**src/rtl/core/ptint_pkg.sv**
```systemverilog
// Constants and register codes of the tint pixel core
package ptint_pkg;

  localparam int CHANNEL_BITS_DEF = 16;

  localparam int DENS_W = 17;
  localparam logic [DENS_W-1:0] DENS_ONE = 17'd65536;

  // Rec.601 luma weights, Q0.16, summing to one
  localparam logic [15:0] W_RED   = 16'd19595;
  localparam logic [15:0] W_GREEN = 16'd38470;
  localparam logic [15:0] W_BLUE  = 16'd7471;

  localparam int FILT_RED_RST   = 60395;
  localparam int FILT_GREEN_RST = 35466;
  localparam int FILT_BLUE_RST  = 0;
  localparam logic [DENS_W-1:0] DENSITY_RST = 17'd52429;

  localparam int CFG_IDX_W = 3;
  localparam int CFG_DW_MIN = 17;

  typedef enum logic [CFG_IDX_W-1:0] {
    CFG_FILTER_RED   = 3'd0,
    CFG_FILTER_GREEN = 3'd1,
    CFG_FILTER_BLUE  = 3'd2,
    CFG_DENSITY      = 3'd3,
    CFG_KEEP_LUMA    = 3'd4
  } cfg_idx_t;

endpackage

```
**src/rtl/core/ptint_luma.sv**
```systemverilog
// Luma of source and tint, luma restore and range scan, three stages
module ptint_luma #(
  parameter int N  = ptint_pkg::CHANNEL_BITS_DEF,
  parameter int SW = N + 1
) (
  input  logic                clk,
  input  logic                rst_n,
  input  logic                en,
  input  logic                vld_i,
  input  logic [N-1:0]        src_i [3],
  input  logic [N-1:0]        t_i [3],
  input  logic                keep_i,
  input  logic [SW-1:0]       side_i,
  output logic                vld_o,
  output logic signed [N+1:0] x_o [3],
  output logic [N-1:0]        lum_o,
  output logic signed [N+1:0] lo_o,
  output logic signed [N+1:0] hi_o
  ,
  output logic [SW-1:0]       side_o
);
  import ptint_pkg::*;

  localparam int XW = N + 2;
  localparam int PW = N + 16;
  localparam int SUMW = N + 18;
  localparam logic [SUMW-1:0] RND = SUMW'(32768);

  logic [2:0]           vld_r;
  logic [PW-1:0]        ps_r [3];
  logic [PW-1:0]        pt_r [3];
  logic [N-1:0]         t1_r [3];
  logic [N-1:0]         t2_r [3];
  logic [N-1:0]         lum_r;
  logic [N-1:0]         lumt_r;
  logic [SW-1:0]        side_r [3];
  logic signed [XW-1:0] x_r [3];
  logic [N-1:0]         lum3_r;
  logic signed [XW-1:0] lo_r;
  logic signed [XW-1:0] hi_r;

  logic [15:0]          w [3];
  logic [SUMW-1:0]      sum_s;
  logic [SUMW-1:0]      sum_t;
  logic signed [XW-1:0] diff;
  logic signed [XW-1:0] f_c [3];
  logic signed [XW-1:0] lo_c;
  logic signed [XW-1:0] hi_c;

  assign w[0] = W_RED;
  assign w[1] = W_GREEN;
  assign w[2] = W_BLUE;

  assign sum_s = SUMW'(ps_r[0]) + SUMW'(ps_r[1]) + SUMW'(ps_r[2]) + RND;
  assign sum_t = SUMW'(pt_r[0]) + SUMW'(pt_r[1]) + SUMW'(pt_r[2]) + RND;

  // with luma kept off the offset is zero, so no channel leaves range
  assign diff = keep_i ? ($signed({2'b00, lum_r}) - $signed({2'b00, lumt_r})) : '0;

  always_comb begin
    for (int i = 0; i < 3; i++) begin
      f_c[i] = $signed({2'b00, t2_r[i]}) + diff;
    end
    lo_c = f_c[0];
    hi_c = f_c[0];
    for (int i = 1; i < 3; i++) begin
      if (f_c[i] < lo_c) lo_c = f_c[i];
      if (f_c[i] > hi_c) hi_c = f_c[i];
    end
  end

  always_ff @(posedge clk) begin
    if (en) begin
      for (int i = 0; i < 3; i++) begin
        ps_r[i] <= w[i] * src_i[i];
        pt_r[i] <= w[i] * t_i[i];
        t1_r[i] <= t_i[i];
        t2_r[i] <= t1_r[i];
        x_r[i]  <= f_c[i];
      end
      lum_r     <= sum_s[N+15:16];
      lumt_r    <= sum_t[N+15:16];
      lum3_r    <= lum_r;
      lo_r      <= lo_c;
      hi_r      <= hi_c;
      side_r[0] <= side_i;
      side_r[1] <= side_r[0];
      side_r[2] <= side_r[1];
    end
  end

  always_ff @(posedge clk) begin
    if (!rst_n) begin
      vld_r <= '0;
    end else if (en) begin
      vld_r <= {vld_r[1:0], vld_i};
    end
  end

  assign vld_o  = vld_r[2];
  assign x_o    = x_r;
  assign lum_o  = lum3_r;
  assign lo_o   = lo_r;
  assign hi_o   = hi_r;
  assign side_o = side_r[2];

endmodule

```
**config.mk**
```make
export PLATFORM = sky130hd
export DESIGN_NAME = ptint_luma
export DESIGN_NICKNAME = d
export VERILOG_FILES = /design/src/rtl/core/ptint_pkg.sv /design/src/rtl/core/ptint_luma.sv
export SDC_FILE = /design/constraint.sdc
export NUM_CORES = 2
export LEC_CHECK = 0
export BUFFER_PORTS_ARGS = -buffer_cell sky130_fd_sc_hd__buf_2
export CELL_PAD_IN_SITES_DETAIL_PLACEMENT = 1
export CELL_PAD_IN_SITES_GLOBAL_PLACEMENT = 1
export CORE_ASPECT_RATIO = 0.5
export CORE_UTILIZATION = 56
export CTS_CLUSTER_DIAMETER = 50
export DETAILED_ROUTE_END_ITERATION = 12
export PLACE_DENSITY = 0.95
export SLEW_MARGIN = 0
export SYNTH_ARGS = -nofsm -noshare
export SYNTH_HDL_FRONTEND = slang
export SYNTH_SLANG_ARGS = --single-unit
export TNS_END_PERCENT = 1
```
**constraint.sdc**
```tcl
create_clock -name clk -period 14.4 [get_ports clk]
set_input_delay 0.72 -clock clk [delete_from_list [all_inputs] [get_ports clk]]
set_output_delay 0.72 -clock clk [all_outputs]
set_load 0.05 [all_outputs]
```
Word level (Yosys, flattened, before mapping):

Memory sizes are Yosys's and may differ from the RTL's.
Cells that the tools add are included.

* bits in registers: 141
* bits in latches: 0
* RAM bits: 339
* memory bits (read-only): 0
* input port bits: 118
* output and inout port bits: 124
* word-level logic and storage cells: 41
* memories kept: 5

Memories
* ps_r: words 3, width 32, rd ports 3, clocked after memory_dff 0, wr ports 3, RTL line ptint_luma.sv:30 `logic [PW-1:0] ps_r [3];`
* pt_r: words 3, width 32, rd ports 3, clocked after memory_dff 0, wr ports 3, RTL line ptint_luma.sv:31 `logic [PW-1:0] pt_r [3];`
* side_r: words 3, width 17, rd ports 3, clocked after memory_dff 0, wr ports 3, RTL line ptint_luma.sv:36 `logic [SW-1:0] side_r [3];`
* t1_r: words 3, width 16, rd ports 3, clocked after memory_dff 0, wr ports 3, RTL line ptint_luma.sv:32 `logic [N-1:0] t1_r [3];`
* t2_r: words 3, width 16, rd ports 3, clocked after memory_dff 0, wr ports 3, RTL line ptint_luma.sv:33 `logic [N-1:0] t2_r [3];`

* add/subtract/negate cells: 10
* multipliers: 6
* divide/modulo/power cells: 0
* $lt $le $gt $ge: 4
* equal/unequal tests: 0
* shift-type cells: 0
* mux-type cells: 7
* bitwise operators: 0
* reduce and logical (&&, ||, !) cells: 0

Operator list (number)
* 32-bit adder: 4
* 15-bit by 16-bit multiplier with 31-bit output, first input constant: 4
* 18-bit two-way mux: 5
* 32-bit by 16-bit adder with 32-bit output, second input constant: 2
* 13-bit by 16-bit multiplier with 29-bit output, first input constant: 2
* 17-bit by 18-bit adder with 18-bit output: 3
* 18-bit > comparator: 2
* 18-bit < comparator: 2
* 16-bit by 16-bit subtractor with 17-bit output: 1
* 1-bit two-way mux: 2

Logic depth before layout (Yosys ltp):

* depth after elaboration: 7
* depth in mapped cells: 42

Least setup slack after synthesis:

Ideal clock, no wire load.

* path type: reg2reg
* start: reg lum_r[0]
* end: reg lo_r[10] (netlist: lo_o[10]) (data pin)
* data arrival time: 7.921 ns
* required time: 14.133 ns
* path slack: 6.212 ns
* stages on the path, launching flop included: 40
* cells stage by stage: edfxtp_1 > inv_1 > ha_1 > fa_1 > nand2b_1 > a21oi_1 > o21ai_0 > a21oi_1 > xor2_1 > and2_1 > ha_1 > a211o_1 > or3_1 > and3_1 > o21ai_2 > a31oi_1 > a41oi_1 > or3b_4 > [4 not listed] > o2bb2ai_1 > nor2_1 > mux2i_1 > buf_2 > buf_2 > mux2i_1 > ha_1 > a21o_1 > a21o_1 > a21oi_1 > nor2_1 > a2111oi_0 > o31ai_1 > xnor2_1 > nor3_1 > buf_4 > buf_4 > mux2i_1

* longest elaborated chain between the ends: 7
* elaborated cells on any way between the ends: 9
* those cells by class: add/sub: 4; order compare: 2; mux: 3

Ends and longest elaborated chain
* start, declared: RTL line ptint_luma.sv:34 `logic [N-1:0] lum_r;`
* start signal, assigned: RTL line ptint_luma.sv:81 `lum_r <= sum_s[N+15:16];`
* 16-bit by 16-bit subtractor with 17-bit output (*): RTL line ptint_luma.sv:58 `assign diff = keep_i ? ($signed({2'b00, lum_r}) - $signed({2'b00, lumt_r})) : '0;`
* 18-bit two-way mux (*): RTL line ptint_luma.sv:58
* 17-bit by 18-bit adder with 18-bit output: RTL line ptint_luma.sv:62 `f_c[i] = $signed({2'b00, t2_r[i]}) + diff;`
* 18-bit < comparator: RTL line ptint_luma.sv:67 `if (f_c[i] < lo_c) lo_c = f_c[i];`
* 18-bit two-way mux: RTL line ptint_luma.sv:67
* 18-bit < comparator: RTL line ptint_luma.sv:67
* 18-bit two-way mux (*): RTL line ptint_luma.sv:67
* named net lo_c[10]: RTL line ptint_luma.sv:47 `logic signed [XW-1:0] lo_c;`
* end signal, assigned: RTL line ptint_luma.sv:84 `lo_r <= lo_c;`
* end, declared: RTL line ptint_luma.sv:39 `logic signed [XW-1:0] lo_r;`

The timed path passes the listed nets; every way through them passes the cells marked *.
A chain may end at the register's enable or synchronous reset.

==> out/qor.csv <==
metric,value,unit
status,"finished, final reports clean",
Worst Setup SP,lum_r[1],
max-cap viol count,0,
clk sinks,467,
largest net degree at the start of global routing,96,
antenna violations before repair,13,
drt first-iter violations,3134,
Worst setup EP type,flip-flop,
drt pass-1 iters,8,
Worst Tran Pin Value,1.19,ns
Hold WC Path Type,input port to flip-flop,
Nets,5617,
hold_buf cts,0,
number of flops mapped to enable cells by yosys,464,
Hold Path End,side_r[0][2],
Slew Limit Fails,0,
Hold Path Stages,1,
Synth top area share,30.3,%
share of cells above drive strength 1,8.46,%
cell count after synthesis,3853,
syn nets,5349,
final worst slack,3.26,ns
total wire length,160000,microns
"CTS clk-pin slew, worst paths",0.09,ns
vias in the first global route,39500,
maximum fanout along the worst path,17,
Crit path largest cell delay,0.79,ns
reg2reg path depth,39,
asr flop ratio synth,0,%
num rows,73,
sequential element share of the synthesized area,30.4,%
postcts setup bufs,0,
Setup WS pre-CTS,4.37,ns
global-route wire length before repair,243000,microns
Vias,34200,
distinct cell type count after synthesis,82,
synth top area cells,"edfxtp_1 30%, ha_1 26%, fa_1 19%",
Peak Freq,89.7,MHz
Worst slew margin,20.0,%
Arrival @ worst endpoint,11.61,ns
Setup crit start kind,flip-flop,
die area,83400,sq um
synthesized area,46000,sq um
Critical-path top delay cell,a2111oi_0,
min cycle time layout,11.14,ns
"area leader, netlist",edfxtp_1,
hold_sp,side_i[2],
FF-to-FF setup slack,3.26,ns
TritonCTS clock tree,built,
Required @ worst endpoint,14.86,ns
port bufs,241,
Core Region,80400,sq um
worst-case clock buffer depth,3,
DIE WIDTH,407,microns
total track usage,38.8,%
skew final,0.0385,ns
#FFs+latches synth,467,
"Setup violations, final",0,
ANT nets after route,0,
Final Hold Fails,0,
HPWL after DPL,116000,microns
Die Ht,205,microns
Area Growth Syn to Fin,8.87,%
crit path kind,flip-flop to flip-flop,
Clock Latency Late Sink,0.66,ns
CTS Buf Count,49,
R2R Path Start,lum_r[1],
period utilization,77.4,%
Root Driver,clkbuf_16,
placer congestion estimate,0.937,
CTS H-tree depth,2,
routed length per instance,30.4,microns
drt drc,0,
Vias/cell,6.51,
io pins,242,
Synth Area per Inst,11.9,sq um
post_cts resized,0,
total grt overflow,0,
Yosys warning count,0,
Worst R2R End,lo_o[13],
ys flop type,edfxtp_1,
setup TNS,0,ns
RSZ-0062 raised after global routing,no,
Starting Density,57.3,%
[stage by stage]
| step | hold WS (ns) | util [%] | area [sq um] | std cells |
|---|---|---|---|---|
| floorplan | 0.400 | - | 46000 | 3853 |
| global placement | 0.400 | 60.3 | 48500 | 5156 |
| detailed placement | 0.406 | 60.3 | 48500 | 5156 |
| CTS | 0.253 | 62.3 | 50100 | 5245 |
| global route | 0.245 | 62.3 | 50100 | 5249 |
| finish | 0.252 | 62.4 | 50100 | 5256 |
[synthesized netlist by cell type (37+ instances only)]
master      n
mux2i_1    74
xor2_1     66
o21a_1     37
nor3_1     64
nand2_1    92
o21ai_0    97
inv_1     556
fa_1      432
nand3_1    39
nor2_1    135
a21oi_1   185
edfxtp_1  464
ha_1      946
xnor2_1   146
a21o_1     89
[per-layer routing]
layer	track usage (%)	share of wire, %	wire length [microns]	vias up
li1	-	-	-	14200
met1	40.5	34	53900	17200
met2	69.6	51	81400	1919
met3	8.71	7.2	11500	857
met4	28.1	8.3	13200	4
met5	0	0.017	27	-
[area by class of cell]
cell class	count	area, sq um
clock buffer	55	1250
clock inverter	34	357
tap	1087	1360
fill	8171	30300
timing repair buffer	251	1290
inverter	556	2090
antenna	10	25.0
sequential	467	14000
multi-input combinational	2796	29800
[cell usage in the layout, fill, tap and decap left out, drive strengths merged, types with 16 or more instances in the layout]
master  Yosys  final
buf        27    250
fa        432    432
o21ai      98     98
nor2      136    136
a21o       89     89
xnor2     146    146
nand4      29     29
nand3      39     39
xor2       66     66
clkbuf      7     56
inv       556    563
nand2      92     92
mux2i      74     74
and3       30     30
a211oi     23     23
ha        946    946
nor2b      26     26
edfxtp    464    464
or3        16     16
nor3       64     64
nand2b     32     32
o21a       37     37
o21bai     36     36
a21oi     185    185
clkinv      0     20
[sequential cells by signal, indices dropped and copies added (netlist names)]
name,count
lum_r,16
side_r,51
lo_o,18
lumt_r,16
vld_r,3
pt_r,88
lum_o,16
hi_o,18
x_o,54
t2_r,48
ps_r,91
t1_r,48
[critical path: cells and delay by family (launching register included)]
kind                     cells  cell delay (ns)
buffers and inverters        2             0.80
adder cells (fa/ha/maj)      4             1.25
multiplexers                 3             0.88
XOR/XNOR                     4             0.83
AND/OR/NAND/NOR             12             2.37
flip-flops                   1             0.45
AO/OA/AOI/OAI               14             4.34
[logic make-up after synthesis]
logic type / synth area share [%]
buffers and inverters: 5.00
adders and majority gates: 44.5
AOI/OAI and AO/OA: 8.59
and+or+nand+nor: 5.78
xor gates and xnor gates: 4.03
DFF: 30.4
muxes: 1.71
[worst max path at each step]
| stage | depth (start not counted) | slack (ns) | end |
|---|---|---|---|
| floorplan | 39 | 6.21 | lo_o[10] |
| global placement | 40 | 5.21 | hi_o[0] |
| detailed placement | 40 | 4.37 | hi_o[0] |
| CTS | 39 | 3.64 | lo_o[13] |
| global route | 39 | 2.96 | lo_o[13] |
| finish | 39 | 3.26 | lo_o[13] |
Power is left out: the tool's default activity adds up to more than one toggle a clock period on the data nets, which glitch-free logic cannot reach.
